===== src/rtl/core/cslf_pkg.sv =====
// ----------------------------------------------------------------------------
// cslf_pkg
// Shared constants, codes and sequencer states for the cache set unit.
// ----------------------------------------------------------------------------
`default_nettype none

package cslf_pkg;

  // default geometry
  localparam int DEF_WAYS     = 4;
  localparam int DEF_TAG_BITS = 32;

  // fixed width of the tag fields on the channels
  localparam int TAG_W = 32;

  // replacement policy codes
  localparam logic POLICY_FIFO = 1'b0;
  localparam logic POLICY_LRU  = 1'b1;

  // access kind codes
  localparam logic FUNC_LOAD  = 1'b0;
  localparam logic FUNC_STORE = 1'b1;

  // policy value after reset
  localparam logic POLICY_RESET = POLICY_LRU;

  // sequencer states
  typedef enum logic [1:0] {
    ST_IDLE,
    ST_SCAN,
    ST_UPDATE
  } state_t;

endpackage

`default_nettype wire


===== src/rtl/core/cslf_req_if.sv =====
// ----------------------------------------------------------------------------
// cslf_req_if
// Access request channel: tag and access kind with valid/ready.
// ----------------------------------------------------------------------------
`default_nettype none

interface cslf_req_if
  import cslf_pkg::*;
();
  logic             valid;
  logic             ready;
  logic [TAG_W-1:0] tag;
  logic             func;

  modport source (output valid, output tag, output func, input ready);
  modport sink   (input valid, input tag, input func, output ready);
endinterface

`default_nettype wire


===== src/rtl/core/cslf_rsp_if.sv =====
// ----------------------------------------------------------------------------
// cslf_rsp_if
// Access result channel: hit flag and dirty eviction report with valid/ready.
// ----------------------------------------------------------------------------
`default_nettype none

interface cslf_rsp_if
  import cslf_pkg::*;
();
  logic             valid;
  logic             ready;
  logic             hit;
  logic             victim_dirty;
  logic [TAG_W-1:0] evicted_tag;

  modport source (output valid, output hit, output victim_dirty, output evicted_tag,
                  input ready);
  modport sink   (input valid, input hit, input victim_dirty, input evicted_tag,
                  output ready);
endinterface

`default_nettype wire


===== src/rtl/core/cache_set_lru_fifo_unit.sv =====
// ----------------------------------------------------------------------------
// cache_set_lru_fifo_unit
// One write-back cache set with FIFO or LRU replacement. A single tag
// comparator walks the ways one per cycle, then an update step writes the set.
// ----------------------------------------------------------------------------
// Sequence: accept in idle, then a scan of up to WAYS ways (one tag compare
//   per way, stopping at the hit way), then an update step that waits while
//   the result register holds an untaken result and loads it when done.
// One transaction at a time: a new request is taken only back in idle,
//   since the single tag comparator is shared by all ways.
// Reset (rst, synchronous): policy = LRU, set cleared, sequencer idle.
// A policy write clears the set in the same cycle.
`default_nettype none

module cache_set_lru_fifo_unit
  import cslf_pkg::*;
#(
  parameter int WAYS     = DEF_WAYS,
  parameter int TAG_BITS = DEF_TAG_BITS
) (
  input  wire logic   clk,
  input  wire logic   rst,
  input  wire logic   cfg_we,
  input  wire logic   cfg_wdata,
  cslf_req_if.sink    req,
  cslf_rsp_if.source  rsp
);

  // way index, queue count and stored tag widths
  localparam int IW = (WAYS > 1) ? $clog2(WAYS) : 1;
  localparam int CW = $clog2(WAYS + 1);
  localparam int SW = ((IW > CW) ? IW : CW) + 1;
  localparam int TW = (TAG_BITS < TAG_W) ? TAG_BITS : TAG_W;
  localparam logic [IW-1:0] LAST_WAY = IW'(WAYS - 1);

  // set state
  logic          policy;
  logic          way_valid  [WAYS];
  logic [TW-1:0] way_tag    [WAYS];
  logic          way_dirty  [WAYS];
  logic [IW-1:0] way_age    [WAYS];
  logic [IW-1:0] fill_order [WAYS];
  logic [IW-1:0] order_head;
  logic [CW-1:0] order_count;

  // sequencer and per-transaction registers
  state_t        state, state_next;
  logic [IW-1:0] idx;
  logic [TW-1:0] tag_q;
  logic          func_q;
  logic          found;
  logic [IW-1:0] hit_way;
  logic [IW-1:0] hit_age;
  logic          have_empty;
  logic [IW-1:0] empty_way;
  logic          have_old;
  logic [IW-1:0] max_age;
  logic [IW-1:0] old_way;
  logic [TW-1:0] old_tag;
  logic          old_dirty;
  logic [TW-1:0] fv_tag;
  logic          fv_dirty;
  logic          out_valid;

  // control outputs of the sequencer
  logic scan_en, upd_en, accept, out_free, match;

  // fifo victim, chosen update way, eviction and queue arithmetic
  logic [IW-1:0] fv_way;
  logic [IW-1:0] upd;
  logic          evict;
  logic          ev_dirty;
  logic [TW-1:0] ev_tag;
  logic [SW-1:0] tail_sum;
  logic [IW-1:0] tail;
  logic [IW-1:0] head_inc;

  assign accept   = req.valid && req.ready;
  assign out_free = !out_valid || rsp.ready;
  assign match    = way_valid[idx] && (way_tag[idx] == tag_q);
  assign fv_way   = (order_count != '0) ? fill_order[order_head] : '0;

  // next state
  always_comb begin
    state_next = state;
    case (state)
      ST_IDLE:   if (req.valid) state_next = ST_SCAN;
      ST_SCAN:   if (match || idx == LAST_WAY) state_next = ST_UPDATE;
      ST_UPDATE: if (out_free) state_next = ST_IDLE;
      default:   state_next = ST_IDLE;
    endcase
  end

  // sequencer outputs
  always_comb begin
    req.ready = 1'b0;
    scan_en   = 1'b0;
    upd_en    = 1'b0;
    case (state)
      ST_IDLE:   req.ready = 1'b1;
      ST_SCAN:   scan_en   = 1'b1;
      ST_UPDATE: upd_en    = out_free;
      default:   req.ready = 1'b0;
    endcase
  end

  always_ff @(posedge clk) begin
    if (rst) state <= ST_IDLE;
    else     state <= state_next;
  end

  // victim selection and queue positions
  always_comb begin
    evict = !found && !have_empty;
    if (found)                     upd = hit_way;
    else if (have_empty)           upd = empty_way;
    else if (policy == POLICY_FIFO) upd = fv_way;
    else                           upd = old_way;
    ev_dirty = evict && ((policy == POLICY_FIFO) ? fv_dirty : old_dirty);
    ev_tag   = (policy == POLICY_FIFO) ? fv_tag : old_tag;
    tail_sum = SW'(order_head) + SW'(order_count);
    if (tail_sum >= SW'(WAYS)) tail = IW'(tail_sum - SW'(WAYS));
    else                       tail = IW'(tail_sum);
    head_inc = (order_head == LAST_WAY) ? '0 : IW'(order_head + 1'b1);
  end

  // request capture and way scan, one way per cycle
  always_ff @(posedge clk) begin
    if (accept) begin
      tag_q      <= req.tag[TW-1:0];
      func_q     <= req.func;
      idx        <= '0;
      found      <= 1'b0;
      have_empty <= 1'b0;
      have_old   <= 1'b0;
      fv_dirty   <= 1'b0;
      fv_tag     <= '0;
    end else if (scan_en) begin
      if (idx == fv_way) begin
        fv_tag   <= way_tag[idx];
        fv_dirty <= way_dirty[idx];
      end
      if (match) begin
        found   <= 1'b1;
        hit_way <= idx;
        hit_age <= way_age[idx];
      end else if (way_valid[idx]) begin
        if (!have_old || way_age[idx] >= max_age) begin
          have_old  <= 1'b1;
          max_age   <= way_age[idx];
          old_way   <= idx;
          old_tag   <= way_tag[idx];
          old_dirty <= way_dirty[idx];
        end
      end else if (!have_empty) begin
        have_empty <= 1'b1;
        empty_way  <= idx;
      end
      if (idx != LAST_WAY) idx <= IW'(idx + 1'b1);
    end
  end

  // set state: clear on reset or policy write, update after the scan
  always_ff @(posedge clk) begin
    if (rst || cfg_we) begin
      policy      <= rst ? POLICY_RESET : cfg_wdata;
      order_head  <= '0;
      order_count <= '0;
      for (int w = 0; w < WAYS; w++) begin
        way_valid[w] <= 1'b0;
        way_dirty[w] <= 1'b0;
        way_age[w]   <= '0;
      end
    end else if (upd_en) begin
      if (!found) begin
        way_valid[upd] <= 1'b1;
        way_tag[upd]   <= tag_q;
      end
      if (func_q == FUNC_STORE) way_dirty[upd] <= 1'b1;
      else if (!found)          way_dirty[upd] <= 1'b0;
      // fifo bookkeeping
      if (policy == POLICY_FIFO) begin
        if (!found && have_empty && order_count < CW'(WAYS)) begin
          fill_order[tail] <= upd;
          order_count      <= CW'(order_count + 1'b1);
        end
        if (evict && order_count != '0) order_head <= head_inc;
      end
      // lru ages younger ways (all on a miss) by one; updated way is newest
      if (policy == POLICY_LRU) begin
        for (int w = 0; w < WAYS; w++) begin
          if (IW'(w) == upd)
            way_age[w] <= '0;
          else if (way_valid[w] && (!found || way_age[w] < hit_age))
            way_age[w] <= IW'(way_age[w] + 1'b1);
        end
      end
    end
  end

  // result register
  always_ff @(posedge clk) begin
    if (rst) begin
      out_valid <= 1'b0;
    end else if (upd_en) begin
      out_valid <= 1'b1;
    end else if (rsp.ready) begin
      out_valid <= 1'b0;
    end
  end

  always_ff @(posedge clk) begin
    if (upd_en) begin
      rsp.hit          <= found;
      rsp.victim_dirty <= ev_dirty;
      rsp.evicted_tag  <= ev_dirty ? TAG_W'(ev_tag) : '0;
    end
  end

  assign rsp.valid = out_valid;

  // checks
  a_accept_scan: assert property (@(posedge clk) disable iff (rst)
    accept |=> state == ST_SCAN)
    else $error("accepted transaction did not start a scan");

  a_count_bound: assert property (@(posedge clk) disable iff (rst)
    order_count <= CW'(WAYS))
    else $error("fill queue count exceeds way count");

  a_hit_valid: assert property (@(posedge clk) disable iff (rst)
    (state == ST_UPDATE && found) |-> way_valid[hit_way])
    else $error("hit recorded on an invalid way");

  a_result_src: assert property (@(posedge clk) disable iff (rst)
    $rose(out_valid) |-> $past(state) == ST_UPDATE)
    else $error("result raised outside the update step");

endmodule

`default_nettype wire

===== src/flat_wrapper.sv =====
// flat-port wrapper written by rule: the top's interface ports become plain ports
module cache_set_lru_fifo_unit_flat import cslf_pkg::*;
#(
  parameter int WAYS     = DEF_WAYS,
  parameter int TAG_BITS = DEF_TAG_BITS
)
  (clk, rst, cfg_we, cfg_wdata, req_valid, req_tag, req_func, req_ready, rsp_valid, rsp_hit, rsp_victim_dirty, rsp_evicted_tag, rsp_ready);
  cslf_req_if req_i ();
  cslf_rsp_if rsp_i ();
  input  wire logic clk;
  input  wire logic rst;
  input  wire logic cfg_we;
  input  wire logic cfg_wdata;
  input wire logic [$bits(req_i.valid)-1:0] req_valid;
  input wire logic [$bits(req_i.tag)-1:0] req_tag;
  input wire logic [$bits(req_i.func)-1:0] req_func;
  output wire logic [$bits(req_i.ready)-1:0] req_ready;
  output wire logic [$bits(rsp_i.valid)-1:0] rsp_valid;
  output wire logic [$bits(rsp_i.hit)-1:0] rsp_hit;
  output wire logic [$bits(rsp_i.victim_dirty)-1:0] rsp_victim_dirty;
  output wire logic [$bits(rsp_i.evicted_tag)-1:0] rsp_evicted_tag;
  input wire logic [$bits(rsp_i.ready)-1:0] rsp_ready;
  assign req_i.valid = req_valid;
  assign req_i.tag = req_tag;
  assign req_i.func = req_func;
  assign req_ready = req_i.ready;
  assign rsp_valid = rsp_i.valid;
  assign rsp_hit = rsp_i.hit;
  assign rsp_victim_dirty = rsp_i.victim_dirty;
  assign rsp_evicted_tag = rsp_i.evicted_tag;
  assign rsp_i.ready = rsp_ready;
  cache_set_lru_fifo_unit #(.WAYS(WAYS), .TAG_BITS(TAG_BITS)) u_core (.clk(clk), .rst(rst), .cfg_we(cfg_we), .cfg_wdata(cfg_wdata), .req(req_i), .rsp(rsp_i));
endmodule

===== config.mk =====
export PLATFORM = sky130hd
export DESIGN_NAME = cache_set_lru_fifo_unit_flat
export DESIGN_NICKNAME = d
export VERILOG_FILES = /design/src/rtl/core/cslf_pkg.sv /design/src/rtl/core/cslf_req_if.sv /design/src/rtl/core/cslf_rsp_if.sv /design/src/rtl/core/cache_set_lru_fifo_unit.sv /design/src/flat_wrapper.sv
export SDC_FILE = /design/constraint.sdc
export NUM_CORES = 1
export LEC_CHECK = 0
export BUFFER_PORTS_ARGS = -buffer_cell sky130_fd_sc_hd__buf_4
export CAP_MARGIN = 20
export CORE_MARGIN = 2
export CORE_UTILIZATION = 39
export DETAILED_ROUTE_END_ITERATION = 8
export HOLD_SLACK_MARGIN = 0.05
export PLACE_DENSITY = 0.63
export SLEW_MARGIN = 0
export SYNTH_ARGS = -nofsm -noshare
export SYNTH_HDL_FRONTEND = slang
export SYNTH_SLANG_ARGS = --single-unit

===== constraint.sdc =====
create_clock -name clk -period 10.5 [get_ports clk]
set_clock_uncertainty 0.1 [all_clocks]
set_input_delay 2.1 -clock clk [delete_from_list [all_inputs] [get_ports clk]]
set_output_delay 2.1 -clock clk [all_outputs]
set_load 0.05 [all_outputs]

### Word-level counts from Yosys, hierarchy flattened

Memories as Yosys holds them, arrays and structs flattened. A register that Yosys moved wholly into a read port is not among the register bits.
Index checks and enable logic that the tools add are counted.

* RAM bits: 152
* logic and storage cells: 216
* bits of input ports: 39
* memories: 5
* ROM bits: 0
* flip-flop bits (word level): 157
* latch bits: 0

Memories
* u_core.way_tag: depth 4, width 32, rd ports 1, clocked after Yosys merged registers in 1, write ports 1, line cache_set_lru_fifo_unit.sv:39 `logic [TW-1:0] way_tag [WAYS];`
* u_core.fill_order: depth 4, width 2, rd ports 1, clocked after Yosys merged registers in 1, write ports 1, line cache_set_lru_fifo_unit.sv:42 `logic [IW-1:0] fill_order [WAYS];`
* u_core.way_age: depth 4, width 2, rd ports 5, clocked after Yosys merged registers in 1, write ports 4, line cache_set_lru_fifo_unit.sv:41 `logic [IW-1:0] way_age [WAYS];`
* u_core.way_dirty: depth 4, width 1, rd ports 1, clocked after Yosys merged registers in 1, write ports 4, line cache_set_lru_fifo_unit.sv:40 `logic way_dirty [WAYS];`
* u_core.way_valid: depth 4, width 1, rd ports 5, clocked after Yosys merged registers in 1, write ports 4, line cache_set_lru_fifo_unit.sv:38 `logic way_valid [WAYS];`

* order comparisons: 7
* bitwise operators: 14
* multipliers: 0
* multiplexer cells: 105
* add/subtract/negate cells: 9
* reductions and logical operators: 40
* equality and inequality tests: 13
* shift-type cells: 0
* divide/modulo/power cells: 0

Operators with widths (count)
* two-way mux 1 bit: 74
* two-way mux 2 bit: 29
* equality test 32 bit: 1
* two-way mux 32 bit: 1
* AND reduction 3 bit: 5
* adder 2 x 1 -> 2 bit, second input constant: 6
* logical AND 1 bit: 11
* AND reduction 5 bit: 2
* bitwise OR 1 bit: 9
* logical OR 1 bit: 8
* less-than comparator 2 bit: 4
* equality test 2 bit, second input constant: 3
* one-hot mux 2 bit (3 select lines): 1
* AND reduction 2 bit: 3
* inverter 1 bit: 5
* adder 2 x 3 -> 4 bit: 1
* equality test 2 bit, first input constant: 2
* greater-or-equal comparator 4 x 3 -> 1 bit, second input constant: 1
* zero test 1 bit: 4
* zero test 2 bit: 2
* inequality test 2 x 1 -> 1 bit, second input constant: 2
* inequality test 2 bit, second input constant: 2
* AND reduction 4 bit: 1
* adder 3 x 1 -> 3 bit, second input constant: 1
* 9 further kinds: 10

### Longest topological paths before layout

* depth in word-level cells: 13
* depth in mapped cells: 10
* gate-level depth less buffers: 8

### Least setup slack after synthesis

OpenSTA, ideal clock, no wires.

* path kind: input-to-reg
* start: input rsp_ready
* end: memory u_core.fill_order[0][0] (netlist bit), enable pin
* path buffers: 0
* required time: 10.071 ns
* arrival: 4.910 ns
* stages: 6
* path slack: 5.161 ns
* cells stage by stage: nor2b_1 nor2_1 nand2_1 nor4b_2 nand2_1 nor3_1

* longest elaborated chain between the ends: 5

Ends and longest elaborated chain
* start: declaration: line flat_wrapper.sv:22 `input wire logic [$bits(rsp_i.ready)-1:0] rsp_ready;`
* logical OR 1 bit: line cache_set_lru_fifo_unit.sv:79 `assign out_free = !out_valid || rsp.ready;`
* two-way mux 1 bit: line cache_set_lru_fifo_unit.sv:99 `case (state)`
* via u_core.upd_en: line cache_set_lru_fifo_unit.sv:66 `logic scan_en, upd_en, accept, out_free, match;`
* two-way mux 1 bit: line cache_set_lru_fifo_unit.sv:174 `end else if (upd_en) begin`
* two-way mux 1 bit: line cache_set_lru_fifo_unit.sv:165 `if (rst || cfg_we) begin`
* two-way mux 1 bit (implied by the code): line cache_set_lru_fifo_unit.sv:184 `fill_order[tail] <= upd;`
* end: declaration: line cache_set_lru_fifo_unit.sv:42

The timed path passes the listed nets, and every way through them passes these cells.

### Worst setup path after layout

* start: input rsp_ready
* end: memory u_core.fill_order[0][1] (netlist bit), enable pin

The elaborated chain is that of the path after synthesis.

==> summary.md <==
| Metric | Value |
|---|---|
| Status | `complete, no violations` |
| Critical path endpoint category | `flop` |
| Register Area | `8900 sq um` |
| Die ar. | `between 30000 and 40000 sq um` |
| CP delay by family, top | `simple AND/OR/NAND/NOR gates` |
| GR peak layer | `met1` |
| Area delta synth->final | `16.6%` |
| CP Max Fanout | `40` |
| Antenna viol nets, final | `0` |
| I/O Buffers | `74` |
| Mean area per synthesized cell | `between 15 and 20 sq um` |
| Hold Buf Count CTS | `0` |
| # Post-CTS Setup Buffers | `0` |
| CP Data Arrival Time | `3.96 ns` |
| Worst slew margin | `30.3%` |
| Reg2reg setup slack | `6.78 ns` |
| Maximum capacitance violations | `0` |
| Initial antenna violation count | `0` |
| Mapped Area | `12200 sq um` |
| Finished Core Util | `roughly 46%` |
| CP Buf/Inv Count | `2` |
| Pwr dens | `201 nW/um^2` |
| Starting DRT DRC Count | `roughly 530` |
| Final slew viol count | `0` |
| Placed Area | `roughly 13000 sq um` |
| Hold Fails Final Rpt | `0` |
| # diodes | `0` |
| Post-DP HPWL | `~14 mm` |
| Setup TNS | `0 ns` |
| Fin area | `~14000 sq um` |
| Root Buffer | `clkbuf_16` |
| Via density | `~5` |
| Min-delay worst type | `reg -> reg` |
| Hold Startpoint | `u_core.fv_tag[25]` |
| Gr usage total | `roughly 14%` |
| CTS tree | `built` |
| Fmax | `approximately 260 MHz` |
| Hold EP | `u_core.fv_tag[25]` |
| Syn nets | `slightly above 800` |
| Largest net degree at the start of global routing | `67` |
| Req. time, crit path | `10.62 ns` |
| Hold WS | `between 0.3 and 0.4 ns` |
| VDD IR-drop max | `between 0.1 and 0.15 mV` |
| Core ar. | `between 30000 and 40000 sq um` |
| GR Layer Usage met1 | `between 20% and 30%` |
| Min Tclk post-route | `3.84 ns` |
| Io pins | `75` |
| Register area share after synthesis | `approximately 73%` |
| Worst-Margin Slew | `1.04 ns` |
| H-tree depth | `1` |
| Mean routed wirelength per cell | `between 15 and 20 um` |
| Routed Wire Length | `22.6 mm` |
| Hold path depth | `2` |
| Max incr delay on CP | `about 0.51 ns` |
| Synth Instances | `around 760` |
| FF+latch count, synth | `313` |
| TritonCTS buffer count | `31` |
| Gpl congestion | `0.749` |
| DP Cell Count | `1216` |
| TritonRoute pass-1 iters | `7` |
| First-pass GRT wire length | `35.5 mm` |
| GRT met3 Usage | `between 2 and 2.5%` |
| DRC viols | `0` |
| # rows | `64` |
| Initial Util | `roughly 40%` |
| Clock Sinks | `313` |
| Final Cycle Share | `approximately 37%` |
| Worst path slowest cell | `nor4b_2` |
| # resized after CTS | `0` |
| Clock buffer depth | `3` |
| Final net count | `~900` |
| # setup viols final | `0` |
| Vias in the first global route | `between 6000 and 7000` |
| Share of cells above drive strength 1 | `a little over a fifth` |
| Yosys cell types | `between 40 and 50` |
| Grt met2 use | `between 20% and 30%` |
| Synth warn | `0` |
| Fillers | `2681` |
| Critical Path Start Type | `input pin` |
| Clk pin slew, worst setup/hold paths | `approximately 0.060 ns` |
| Die height | `around 180 um` |
| Footprint of the multi-input gates | `3130 sq um` |
| R2r endpoint | `u_core.hit_age[0]` |
| Die width | `approximately 180 um` |
| Reg2Reg Depth | `7` |
| Via count | `6350` |
| Final Non-Filler Cells | `~1300` |
| Pleak | `just under 5 nW` |
| Congestion Overflow GR | `0` |
| Cell Chain, Critical Path | `buf_4 > nor2b_1 > nor2_4 > buf_4 > nand2_1 > nor4b_2 > nand2_1 > nor3_1` |
| RSZ-0062 raised after global routing | `no` |
| Kind of critical path | `in -> reg` |
| Clock Latency Late Sink | `about 0.57 ns` |
[layout by cell type, fill, tap and decap left out, types with 7 or more instances in the layout]
| cell | n |
|---|---|
| dfxtp_1 | 49 |
| clkbuf_1 | 7 |
| mux4_2 | 35 |
| mux2i_1 | 35 |
| o21ai_0 | 50 |
| nand4_1 | 8 |
| buf_4 | 88 |
| nand2b_1 | 10 |
| nand2_1 | 87 |
| ha_1 | 11 |
| xnor2_1 | 38 |
| edfxtp_1 | 263 |
| clkbuf_16 | 31 |
| inv_1 | 15 |
| nor2_1 | 60 |
| clkinv_2 | 8 |
[kinds of logic (layout without fill, tap and decap cells)]
family                     count (synthesis)  after routing  share of synthesized area (%)
and+or+nand+nor                          197            197                           7.07
adders and majority gates                 11             11                           1.13
xor gates and xnor gates                  42             42                           3.14
AOI/OAI and AO/OA                         80             80                           3.84
buffers and inverters                     47            161                           1.79
DFF                                      313            313                           73.0
muxes                                     74             74                           10.1
[per-stage QoR]
stage | worst slack, ns | total power [mW]
finish | 6.66 | 2.86
global route | 6.40 | 2.98
detailed placement | 6.08 | 1.83
CTS | 6.64 | 2.89
global placement | 6.19 | 1.83
floorplan | 5.16 | 1.73
[Yosys cell counts (all sizes together)]
| master | n | area [sq um] |
|---|---|---|
| nor3b | 1 | 7.51 |
| a221oi | 1 | 8.76 |
| nand3 | 5 | 25.0 |
| nor4b | 1 | 15.0 |
| nor2 | 65 | 244 |
| a21o | 6 | 45.0 |
| o31ai | 2 | 15.0 |
| nor2b | 5 | 31.3 |
| xnor2 | 40 | 365 |
| inv | 15 | 56.3 |
| a41oi | 1 | 8.76 |
| a21oi | 7 | 35.0 |
| clkbuf | 22 | 82.6 |
| and2 | 2 | 12.5 |
| mux4 | 38 | 867 |
| edfxtp | 263 | 7900 |
| nor4 | 2 | 25.0 |
| mux2i | 35 | 350 |
| o21bai | 1 | 7.51 |
| o211a | 1 | 10.0 |
| nand2b | 10 | 62.6 |
| dfxtp | 50 | 1000 |
| buf | 10 | 78.8 |
| ha | 11 | 138 |
| xor2 | 2 | 17.5 |
| nand2 | 88 | 333 |
| mux2 | 1 | 11.3 |
| nor3 | 5 | 25.0 |
| or2 | 3 | 18.8 |
| a32o | 1 | 10.0 |
| o21ai | 50 | 250 |
| o2111ai | 1 | 8.76 |
| or3 | 2 | 12.5 |
| nand4 | 8 | 50.1 |
| a2bb2oi | 1 | 8.76 |
| o22ai | 2 | 12.5 |
| a31oi | 2 | 12.5 |
| a22o | 4 | 35.0 |
[layout make-up]
type	instances	share of cell area [%]
sequential	313	62.6
clock buffer	41	5.93
multi-input combinational	404	22.0
tap	396	3.48
inverter	15	0.396
timing repair buffer	88	4.64
clock inverter	17	1.00
[registers in the layout, indices dropped and copies added (netlist names), 2 cells and up, named ones only]
signal                  count
u_core.empty_way            2
u_core.hit_way              2
u_core.hit_age              2
u_core.order_count          3
u_core.way_dirty            4
u_core.tag_q               32
u_core.fill_order           8
u_core.state                2
u_core.max_age              2
u_core.rsp.evicted_tag     32
u_core.idx                  2
u_core.old_tag             32
u_core.order_head           2
u_core.way_valid            4
u_core.way_tag            128
u_core.old_way              2
u_core.fv_tag              32
u_core.way_age              8
[worst register-to-register path: stages (launching register included)]
cell and delay [ns]:
dfxtp_2 0.31, buf_4 0.57, mux4_1 0.81, xnor2_1 0.23, nand4_1 0.14, nor4_2 0.69, nand2_2 0.22, nor2_1 0.34
[layer usage]
layer	vias up	part of all wire [%]
li1	3036	-
met4	0	1.8
met2	177	43
met5	-	0
met3	34	6.3
met1	3103	49
[report_power, final]
part	leakage, nW	internal, mW	switching (mW)
Sequential	2.83	1.43	0.0413
Combinational	1.57	0.141	0.193
Clock	0.491	0.613	0.443
Total	4.89	2.18	0.678
[worst max-delay path by stage]
stage	from	to	slack, ns	depth (start not counted)
2_1_floorplan	rsp_ready	u_core.fill_order[0][0]	5.16	6
3_3_place_gp	rsp_ready	u_core.fill_order[0][0]	6.19	8
3_5_place_dp	rsp_ready	u_core.fill_order[0][1]	6.08	8
4_1_cts	rsp_ready	u_core.fill_order[2][0]	6.64	8
5_1_grt	rsp_ready	u_core.fill_order[0][0]	6.40	8
6_report	rsp_ready	u_core.fill_order[0][1]	6.66	8
Note: power is estimated with default switching activity, not from simulation.
